[config.mk]
export PLATFORM = sky130hd
export DESIGN_NAME = round_robin_task_table
export DESIGN_NICKNAME = d
export VERILOG_FILES = /design/src/rrtt_pkg.sv /design/src/round_robin_task_table.sv
export SDC_FILE = /design/constraint.sdc
export NUM_CORES = 2
export LEC_CHECK = 0
export BUFFER_PORTS_ARGS = -buffer_cell sky130_fd_sc_hd__buf_4
export CAP_MARGIN = 10
export CORE_ASPECT_RATIO = 0.6
export CORE_MARGIN = 2
export CORE_UTILIZATION = 55
export DETAILED_ROUTE_END_ITERATION = 7
export HOLD_SLACK_MARGIN = 0.12
export PLACE_DENSITY = 0.71
export SETUP_SLACK_MARGIN = 0.2
export SLEW_MARGIN = 10
export SYNTH_ARGS = -nofsm -noshare
export SYNTH_HDL_FRONTEND = slang
export SYNTH_SLANG_ARGS = --single-unit
[constraint.sdc]
create_clock -name i_clk -period 7.3 [get_ports i_clk]
set_input_delay 1.46 -clock i_clk [delete_from_list [all_inputs] [get_ports i_clk]]
set_output_delay 1.46 -clock i_clk [all_outputs]
set_load 0.02 [all_outputs]
[src/rrtt_pkg.sv]
// ----------------------------------------------------------------------------
// rrtt_pkg
// Shared types and constants for the round-robin task table: operation
// codes, slot status codes, state encoding and the default table size.
// ----------------------------------------------------------------------------
`default_nettype none

package rrtt_pkg;

    // default number of task slots
    localparam int SLOTS_DEF = 16;

    // operation codes carried in the func field
    typedef enum logic [1:0] {
        FN_TICK  = 2'd0,
        FN_SPAWN = 2'd1,
        FN_KILL  = 2'd2,
        FN_NOP   = 2'd3
    } t_func;

    // slot status codes
    localparam logic [1:0] ST_READY   = 2'd0;
    localparam logic [1:0] ST_RUNNING = 2'd1;
    localparam logic [1:0] ST_DEAD    = 2'd2;

    // sequencer states, one-hot
    typedef enum logic [9:0] {
        S_IDLE  = 10'b00_0000_0001,
        S_TINC  = 10'b00_0000_0010,
        S_TSCAN = 10'b00_0000_0100,
        S_TDEM  = 10'b00_0000_1000,
        S_KFIND = 10'b00_0001_0000,
        S_KPASS = 10'b00_0010_0000,
        S_KKEY  = 10'b00_0100_0000,
        S_KEXP  = 10'b00_1000_0000,
        S_KMARK = 10'b01_0000_0000,
        S_DONE  = 10'b10_0000_0000
    } t_state;

endpackage

`default_nettype wire

[src/round_robin_task_table.sv]
// Sequencing: spawn and no-op go straight to the result; tick reads the running slot, then
// scans the ring for the next runnable slot (one slot status read per cycle) and, on a switch,
// demotes the old one; kill searches slots 1 and up for the id, then runs one host sweep per
// killed slot, repeats the passes while the dependent set grows, and ends with a marking sweep.
// Throughput: one transaction at a time; the input stalls until the sequencer is back in idle.
// Reset: synchronous; slot 0 is RUNNING with id 0, one slot used, next id 1.
// ----------------------------------------------------------------------------
// round_robin_task_table
// Task table with spawn, transitive kill and round-robin tick. Slot fields
// live in memories with one write and one read port; a small sequencer walks them one slot per
// cycle. Slot 0 is kept in registers.
// ----------------------------------------------------------------------------
`default_nettype none

module round_robin_task_table #(
    parameter int SLOTS = rrtt_pkg::SLOTS_DEF
) (
    input  wire logic        i_clk,
    input  wire logic        i_rst_n,
    // input channel
    input  wire logic        i_in_valid,
    output logic             o_in_stall,
    input  wire logic [1:0]  i_func,
    input  wire logic [31:0] i_target_id,
    input  wire logic [31:0] i_host_id,
    // output channel
    output logic             o_out_valid,
    input  wire logic        i_out_stall,
    output logic [31:0]      o_assigned_id,
    output logic             o_kill_found,
    output logic [3:0]       o_running_slot,
    output logic [31:0]      o_running_id
);

    localparam int SW = $clog2(SLOTS);
    localparam int CW = SW + 1;

    // slot memories (entry 0 unused, slot 0 held in registers)
    logic [31:0] r_id_mem   [SLOTS];
    logic [31:0] r_host_mem [SLOTS];
    logic [1:0]  r_stat_mem [SLOTS];
    logic [31:0] r_tick_mem [SLOTS];

    // registered read data
    logic [31:0] r_id_q, r_host_q, r_tick_q;
    logic [1:0]  r_stat_q;
    logic        r_rd_zero, n_rd_zero;

    // memory port controls
    logic [SW-1:0] w_rd_addr, w_wr_addr;
    logic          w_we_spawn, w_we_stat, w_we_tick;
    logic [1:0]    w_stat_wd;
    logic [31:0]   w_tick_wd;

    // read data with slot 0 folded in
    logic [31:0] w_id_rd, w_host_rd, w_tick_rd;
    logic [1:0]  w_stat_rd;

    // sequencer and table state
    rrtt_pkg::t_state r_state, n_state;
    logic [CW-1:0]    r_used, n_used;
    logic [SW-1:0]    r_cur, n_cur;
    logic [31:0]      r_cur_id, n_cur_id;
    logic [31:0]      r_next_id, n_next_id;
    logic [1:0]       r_stat0, n_stat0;
    logic [31:0]      r_tick0, n_tick0;
    logic [CW-1:0]    r_scan, n_scan;
    logic [SW-1:0]    r_scan_q, n_scan_q;
    logic             r_dv, n_dv;
    logic [CW-1:0]    r_cnt, n_cnt;
    logic [1:0]       r_cur_stat, n_cur_stat;
    logic [SW-1:0]    r_old, n_old;
    logic [31:0]      r_key, n_key;
    logic [SLOTS-1:0] r_hit, n_hit;
    logic [SLOTS-1:0] r_done, n_done;
    logic             r_grew, n_grew;
    logic [CW-1:0]    r_p, n_p;
    logic [31:0]      r_res_assigned, n_res_assigned;
    logic             r_res_found, n_res_found;
    logic             r_out_valid, n_out_valid;
    logic             w_load_out;
    logic             w_accept;

    // ring successor of the scan pointer
    logic [CW-1:0] w_scan_wrap;
    logic [CW-1:0] w_cur_wrap;
    logic          w_runnable;

    assign w_accept   = i_in_valid && (r_state == rrtt_pkg::S_IDLE);
    assign o_in_stall = (r_state != rrtt_pkg::S_IDLE);

    assign w_id_rd   = r_rd_zero ? 32'd0   : r_id_q;
    assign w_host_rd = r_rd_zero ? 32'd0   : r_host_q;
    assign w_tick_rd = r_rd_zero ? r_tick0 : r_tick_q;
    assign w_stat_rd = r_rd_zero ? r_stat0 : r_stat_q;

    assign w_scan_wrap = (r_scan == r_used - 1'b1) ? '0 : r_scan + 1'b1;
    assign w_cur_wrap  = (CW'(r_cur) == r_used - 1'b1) ? '0 : CW'(r_cur) + 1'b1;
    assign w_runnable  = (w_stat_rd == rrtt_pkg::ST_READY) ||
                         (w_stat_rd == rrtt_pkg::ST_RUNNING);

    // slot memories, one write and one registered read per cycle
    always_ff @(posedge i_clk) begin
        if (w_we_spawn) begin
            r_id_mem[w_wr_addr]   <= r_next_id;
            r_host_mem[w_wr_addr] <= i_host_id;
        end
        if (w_we_stat) begin
            r_stat_mem[w_wr_addr] <= w_stat_wd;
        end
        if (w_we_tick) begin
            r_tick_mem[w_wr_addr] <= w_tick_wd;
        end
        r_id_q   <= r_id_mem[w_rd_addr];
        r_host_q <= r_host_mem[w_rd_addr];
        r_stat_q <= r_stat_mem[w_rd_addr];
        r_tick_q <= r_tick_mem[w_rd_addr];
    end

    // sequencer next state and memory port control
    always_comb begin
        n_state        = r_state;
        n_used         = r_used;
        n_cur          = r_cur;
        n_cur_id       = r_cur_id;
        n_next_id      = r_next_id;
        n_stat0        = r_stat0;
        n_tick0        = r_tick0;
        n_scan         = r_scan;
        n_scan_q       = r_scan_q;
        n_dv           = r_dv;
        n_cnt          = r_cnt;
        n_cur_stat     = r_cur_stat;
        n_old          = r_old;
        n_key          = r_key;
        n_hit          = r_hit;
        n_done         = r_done;
        n_grew         = r_grew;
        n_p            = r_p;
        n_res_assigned = r_res_assigned;
        n_res_found    = r_res_found;
        n_out_valid    = r_out_valid && i_out_stall;
        w_load_out     = 1'b0;
        w_rd_addr      = r_scan[SW-1:0];
        w_wr_addr      = r_scan_q;
        w_we_spawn     = 1'b0;
        w_we_stat      = 1'b0;
        w_we_tick      = 1'b0;
        w_stat_wd      = rrtt_pkg::ST_READY;
        w_tick_wd      = w_tick_rd + 32'd1;

        case (r_state)
            rrtt_pkg::S_IDLE: begin
                n_res_assigned = 32'd0;
                n_res_found    = 1'b0;
                if (w_accept) begin
                    case (i_func)
                        rrtt_pkg::FN_TICK: begin
                            // read tick count and status of the running slot
                            w_rd_addr = r_cur;
                            n_scan    = w_cur_wrap;
                            n_state   = rrtt_pkg::S_TINC;
                        end
                        rrtt_pkg::FN_SPAWN: begin
                            // append a ready slot at the fill point
                            if (r_used < CW'(SLOTS)) begin
                                w_wr_addr      = r_used[SW-1:0];
                                w_we_spawn     = 1'b1;
                                w_we_stat      = 1'b1;
                                w_we_tick      = 1'b1;
                                w_stat_wd      = rrtt_pkg::ST_READY;
                                w_tick_wd      = 32'd0;
                                n_res_assigned = r_next_id;
                                n_used         = r_used + 1'b1;
                                n_next_id      = r_next_id + 32'd1;
                            end
                            n_state = rrtt_pkg::S_DONE;
                        end
                        rrtt_pkg::FN_KILL: begin
                            // start the id search at slot 1
                            w_rd_addr = SW'(1);
                            n_scan    = CW'(2);
                            n_scan_q  = SW'(1);
                            n_dv      = (r_used > CW'(1));
                            n_key     = i_target_id;
                            n_hit     = '0;
                            n_done    = '0;
                            n_grew    = 1'b0;
                            n_state   = (i_target_id == 32'd0) ? rrtt_pkg::S_DONE
                                                               : rrtt_pkg::S_KFIND;
                        end
                        default: begin
                            n_state = rrtt_pkg::S_DONE;
                        end
                    endcase
                end
            end

            rrtt_pkg::S_TINC: begin
                // charge the tick, start the ring scan
                w_wr_addr  = r_cur;
                w_we_tick  = 1'b1;
                w_tick_wd  = w_tick_rd + 32'd1;
                if (r_cur == '0) begin
                    n_tick0 = w_tick_rd + 32'd1;
                end
                n_cur_stat = w_stat_rd;
                w_rd_addr  = r_scan[SW-1:0];
                n_scan_q   = r_scan[SW-1:0];
                n_scan     = w_scan_wrap;
                n_cnt      = CW'(1);
                n_state    = rrtt_pkg::S_TSCAN;
            end

            rrtt_pkg::S_TSCAN: begin
                // one slot status checked per cycle
                w_rd_addr = r_scan[SW-1:0];
                n_scan_q  = r_scan[SW-1:0];
                n_scan    = w_scan_wrap;
                if (w_runnable) begin
                    if (r_scan_q != r_cur) begin
                        w_wr_addr = r_scan_q;
                        w_we_stat = 1'b1;
                        w_stat_wd = rrtt_pkg::ST_RUNNING;
                        if (r_scan_q == '0) begin
                            n_stat0 = rrtt_pkg::ST_RUNNING;
                        end
                        n_cur    = r_scan_q;
                        n_cur_id = w_id_rd;
                        n_old    = r_cur;
                        n_state  = rrtt_pkg::S_TDEM;
                    end else begin
                        n_state = rrtt_pkg::S_DONE;
                    end
                end else if (r_cnt == r_used) begin
                    n_state = rrtt_pkg::S_DONE;
                end else begin
                    n_cnt = r_cnt + 1'b1;
                end
            end

            rrtt_pkg::S_TDEM: begin
                // old running slot goes back to ready
                if (r_cur_stat == rrtt_pkg::ST_RUNNING) begin
                    w_wr_addr = r_old;
                    w_we_stat = 1'b1;
                    w_stat_wd = rrtt_pkg::ST_READY;
                    if (r_old == '0) begin
                        n_stat0 = rrtt_pkg::ST_READY;
                    end
                end
                n_state = rrtt_pkg::S_DONE;
            end

            rrtt_pkg::S_KFIND: begin
                // search slots 1 and up for the target id
                w_rd_addr = r_scan[SW-1:0];
                n_scan_q  = r_scan[SW-1:0];
                n_dv      = (r_scan < r_used);
                n_scan    = (r_scan < r_used) ? r_scan + 1'b1 : r_scan;
                if (r_dv && (w_id_rd == r_key)) begin
                    n_hit[r_scan_q] = 1'b1;
                    n_p             = CW'(1);
                    n_grew          = 1'b0;
                    n_state         = rrtt_pkg::S_KPASS;
                end else if (!r_dv) begin
                    n_state = rrtt_pkg::S_DONE;
                end
            end

            rrtt_pkg::S_KPASS: begin
                // find the next killed slot whose dependents are not yet swept
                if (r_p >= r_used) begin
                    n_p    = CW'(1);
                    n_grew = 1'b0;
                    if (!r_grew) begin
                        n_state = rrtt_pkg::S_KMARK;
                    end
                end else if (r_hit[r_p[SW-1:0]] && !r_done[r_p[SW-1:0]]) begin
                    w_rd_addr             = r_p[SW-1:0];
                    n_done[r_p[SW-1:0]]   = 1'b1;
                    n_state               = rrtt_pkg::S_KKEY;
                end else begin
                    n_p = r_p + 1'b1;
                end
            end

            rrtt_pkg::S_KKEY: begin
                // latch the killed id, start the host sweep
                n_key     = w_id_rd;
                w_rd_addr = SW'(1);
                n_scan    = CW'(2);
                n_scan_q  = SW'(1);
                n_dv      = (r_used > CW'(1));
                n_state   = rrtt_pkg::S_KEXP;
            end

            rrtt_pkg::S_KEXP: begin
                // mark every slot hosted by the latched id
                w_rd_addr = r_scan[SW-1:0];
                n_scan_q  = r_scan[SW-1:0];
                n_dv      = (r_scan < r_used);
                n_scan    = (r_scan < r_used) ? r_scan + 1'b1 : r_scan;
                if (r_dv && (w_host_rd == r_key) && !r_hit[r_scan_q]) begin
                    n_hit[r_scan_q] = 1'b1;
                    n_grew          = 1'b1;
                end
                if (!r_dv) begin
                    n_p     = r_p + 1'b1;
                    n_state = rrtt_pkg::S_KPASS;
                end
            end

            rrtt_pkg::S_KMARK: begin
                // write dead status into every killed slot
                if (r_p >= r_used) begin
                    n_res_found = 1'b1;
                    n_state     = rrtt_pkg::S_DONE;
                end else begin
                    if (r_hit[r_p[SW-1:0]]) begin
                        w_wr_addr = r_p[SW-1:0];
                        w_we_stat = 1'b1;
                        w_stat_wd = rrtt_pkg::ST_DEAD;
                    end
                    n_p = r_p + 1'b1;
                end
            end

            rrtt_pkg::S_DONE: begin
                // hand the result to the output register once it is free
                if (!r_out_valid || !i_out_stall) begin
                    w_load_out  = 1'b1;
                    n_out_valid = 1'b1;
                    n_state     = rrtt_pkg::S_IDLE;
                end
            end

            default: begin
                n_state = rrtt_pkg::S_IDLE;
            end
        endcase

        n_rd_zero = (w_rd_addr == '0);
    end

    // control registers
    always_ff @(posedge i_clk) begin
        if (!i_rst_n) begin
            r_state     <= rrtt_pkg::S_IDLE;
            r_used      <= CW'(1);
            r_cur       <= '0;
            r_cur_id    <= 32'd0;
            r_next_id   <= 32'd1;
            r_stat0     <= rrtt_pkg::ST_RUNNING;
            r_tick0     <= 32'd0;
            r_out_valid <= 1'b0;
            r_grew      <= 1'b0;
            r_dv        <= 1'b0;
            r_rd_zero   <= 1'b1;
        end else begin
            r_state     <= n_state;
            r_used      <= n_used;
            r_cur       <= n_cur;
            r_cur_id    <= n_cur_id;
            r_next_id   <= n_next_id;
            r_stat0     <= n_stat0;
            r_tick0     <= n_tick0;
            r_out_valid <= n_out_valid;
            r_grew      <= n_grew;
            r_dv        <= n_dv;
            r_rd_zero   <= n_rd_zero;
        end
    end

    // working and payload registers
    always_ff @(posedge i_clk) begin
        r_scan         <= n_scan;
        r_scan_q       <= n_scan_q;
        r_cnt          <= n_cnt;
        r_cur_stat     <= n_cur_stat;
        r_old          <= n_old;
        r_key          <= n_key;
        r_hit          <= n_hit;
        r_done         <= n_done;
        r_p            <= n_p;
        r_res_assigned <= n_res_assigned;
        r_res_found    <= n_res_found;
        if (w_load_out) begin
            o_assigned_id  <= r_res_assigned;
            o_kill_found   <= r_res_found;
            o_running_slot <= 4'(r_cur);
            o_running_id   <= r_cur_id;
        end
    end

    assign o_out_valid = r_out_valid;

    // table fill stays within bounds
    a_used_range: assert property (@(posedge i_clk) disable iff (!i_rst_n)
        (r_used >= CW'(1)) && (r_used <= CW'(SLOTS)))
        else $error("used slot count out of range");

    // running slot always lies inside the filled part of the table
    a_cur_in_table: assert property (@(posedge i_clk) disable iff (!i_rst_n)
        CW'(r_cur) < r_used)
        else $error("running slot beyond fill point");

    // slot 0 always carries id 0
    a_slot0_id: assert property (@(posedge i_clk) disable iff (!i_rst_n)
        (r_cur == '0) |-> (r_cur_id == 32'd0))
        else $error("running id mismatch on slot 0");

    // a spawn into a table with room grows it by one slot
    a_spawn_grows: assert property (@(posedge i_clk) disable iff (!i_rst_n)
        (w_accept && (i_func == rrtt_pkg::FN_SPAWN) && (r_used < CW'(SLOTS)))
        |=> (r_used == $past(r_used) + 1'b1))
        else $error("spawn did not take a slot");

endmodule

`default_nettype wire

==> flow_summary.json <==
{
  "area_growth_pct": 10.6,
  "cts_buffer_depth": 3,
  "skew_ns": 0.0309,
  "reg2reg_to": "r_id_mem[10][17]",
  "clk_pin_slew_ns": 0.07,
  "p_switching_mw": 5.05,
  "gp_congestion": 0.950,
  "worstPathMaxFanout": 22,
  "syn-num-nets": 3672,
  "ys_warn_count": 0,
  "worst_ep_required_time_ns": 7.69,
  "cts_buffers": 121,
  "fin_crit_sh": 0.713,
  "ant_nets": 0,
  "root_buffer": "clkbuf_16",
  "status": "complete, no violations",
  "design.core.area_mm2": 0.105,
  "endpoint_kind": "flip-flop",
  "ir_drop_v": 0.000265,
  "synth_area_mm2": 0.0582,
  "grt_max_degree": 100,
  "io_pins": 141,
  "cp_cell_sequence": "inv_1 > ha_1 > inv_1 > a21oi_1 > a211o_1 > nor4_4 > and2_1 > a211o_1 > nand2_1 > nor2_4 > buf_4",
  "yosysTopAreaCell": "edfxtp_1",
  "dr.pass1.iters": 7,
  "finalNetCount": 3826,
  "pwr-share-seq": 0.503,
  "fin_ws_ns": 2.10,
  "wirelength_um": 137000,
  "synth_cell_types": 85,
  "largest_registers": "r_host_mem (512), r_id_mem (512)",
  "worstHoldStart": "r_res_assigned[31]",
  "hold_depth": 0,
  "start_util": 0.555,
  "reg2reg_slack_ns": 2.10,
  "power_switching_share": 0.265,
  "cts_resized": 0,
  "critPathSlowestCell": "nor4_4",
  "drc": 0,
  "critPathMaxStageDelay_ns": 0.97,
  "tritoncts": "yes",
  "p_leak_nw": 24.3,
  "grt_pass1_vias": 29500,
  "rsz0062_at_grt": "no",
  "overflow": 0,
  "antenna_found_initial": 6,
  "report.final.slew_viol_count": 0,
  "startpoint_type": "flip-flop",
  "yosysSeqAreaShare": 0.696,
  "dieWidth_um": 424,
  "post-cts-setup-buffers": 0,
  "synth_edf_count": 1247,
  "row_count": 92,
  "critPathKind": "reg2reg",
  "power.density_mw_per_mm2": 295,
  "async_reset_ff_frac": 0,
  "p_int_mw": 14.0,
  "grt_usage": 0.251,
  "dp_hpwl_um": 84500,
  "synth-seq-cells": 1401,
  "layout_min_cycle_time_ns": 5.20,
  "insertion_delay_ns": 0.75,
  "synth.most_common_cell": "edfxtp_1",
  "power_frac_clock": 0.345,
  "grt_pass1_wl_um": 201000,
  "finalHoldViolations": 0,
  "fin_tns_setup_ns": 0,
  "synth_common_cells": "edfxtp_1, mux2i_1, dfxtp_1, nand2_1, nor2_1",
  "cts_htree_levels": 3,
  "power_frac_comb": 0.152,
  "yosysTopAreaCellShare": 0.643,
  "tightest_slew_ns": 1.17,
  "drtIter0Drc": 3891,
  "hold_path_class": "reg2reg",
  "max_freq_mhz": 192,
  "critPathArrivalTime_ns": 5.59,
  "final-setup-viol-count": 0,
  "syn_avg_cell_area_um2": 16.3,
  "holdPathEnd": "o_assigned_id[31]",
  "layout-drive-gt1-share": 0.118,
  "cts_hold_buf": 0,
  "rr_startpoint": "r_p[0]",
  "synth_area_leaders": "edfxtp_1, mux2i_1, dfxtp_1",
  "netlist_instances": 3581,
  "via_count": 31400,
  "via_per_inst": 5.97,
  "dieArea_mm2": 0.109,
  "die_height_um": 256,
  "place_ws_ns": 2.19,
  "ys.flop_type": "edfxtp_1",
  "ff2ff_path_depth": 11,
  "numClockSinks": 1401,
  "io_buffers": 140,
  "drv_cap": 0,
  "maxSlewHeadroom": 0.210,
  "routedWlPerCell_um": 26.2
}
metrics by stage:
step	util	instance area [µm²]	hold slack [ns]	total power, mW	std cells
global placement	0.575	60400	0.402	12.6	5022
detailed placement	0.575	60400	0.406	12.6	5022
finish	0.614	64400	0.415	19.0	5255
global route	0.613	64400	0.419	19.6	5252
CTS	0.613	64400	0.416	19.1	5251
floorplan	-	58200	0.400	11.8	3581
how the worst max path moves through the flow:
stage | depth (start not counted) | endpoint | from | slack [ns]
4_1_cts | 11 | r_id_mem[10][14] | r_p[0] | 2.14
5_1_grt | 11 | r_host_mem[9][27] | r_p[0] | 1.89
3_5_place_dp | 11 | r_id_mem[10][14] | r_p[0] | 2.19
6_report | 11 | r_id_mem[10][17] | r_p[0] | 2.10
3_3_place_gp | 10 | r_host_mem[10][6] | r_p[3] | 2.29
2_1_floorplan | 12 | r_host_mem[3][0] | r_p[0] | 1.09
power groups by stage:
stage / combinational, mW / sequential [mW] / clock (mW)
2_1_floorplan: 2.33 / 9.43 / 0
3_3_place_gp: 2.86 / 9.70 / 0
3_5_place_dp: 2.88 / 9.71 / 0
4_1_cts: 2.89 / 9.54 / 6.65
5_1_grt: 3.08 / 9.57 / 6.97
6_report: 2.90 / 9.57 / 6.56
worst max-delay path: cells and delay by family, from the launching register on:
| family | cells | cell delay (ns) |
|---|---|---|
| and+or+nand+nor | 4 | 2.34 |
| buffers and inverters | 3 | 0.74 |
| AOI/OAI and AO/OA | 3 | 0.61 |
| DFF | 1 | 0.78 |
| adders and majority gates | 1 | 0.32 |
cell families (layout without fill, tap and decap cells):
kind of cell	Yosys count	after routing	share of synthesized area
compound gates	259	259	0.0286
xor+xnor	76	76	0.0114
fa+ha+maj	21	21	0.00451
buf+inv	228	488	0.0308
flops	1401	1401	0.696
mux	1018	1018	0.176
other cells	0	4	0
simple gates	578	578	0.0525
layer usage:
| layer | vias up | global-route usage | share of wire |
|---|---|---|---|
| met4 | 8 | 0.0647 | 0.024 |
| met5 | - | 0 | 0.00041 |
| met2 | 1269 | 0.357 | 0.43 |
| met1 | 15900 | 0.396 | 0.46 |
| li1 | 14000 | - | - |
| met3 | 200 | 0.0448 | 0.083 |
cell usage in the layout, fill, tap and decap left out, drive strengths merged, types with 57 or more instances in the layout:
| cell | n |
|---|---|
| dfxtp | 154 |
| clkbuf | 169 |
| nor2 | 120 |
| nand2 | 149 |
| and2 | 105 |
| buf | 209 |
| edfxtp | 1247 |
| xnor2 | 57 |
| o21ai | 96 |
| mux2i | 1007 |
cell type report:
type,instances,area [µm²]
fill,7624,40600
multi-input combinational,1952,16100
inverter,50,188
clock inverter,60,677
clock buffer,169,3370
sequential,1401,40500
antenna,4,10.0
timing repair buffer,209,1780
tap,1410,1760
(Power assumes the default switching activity.)
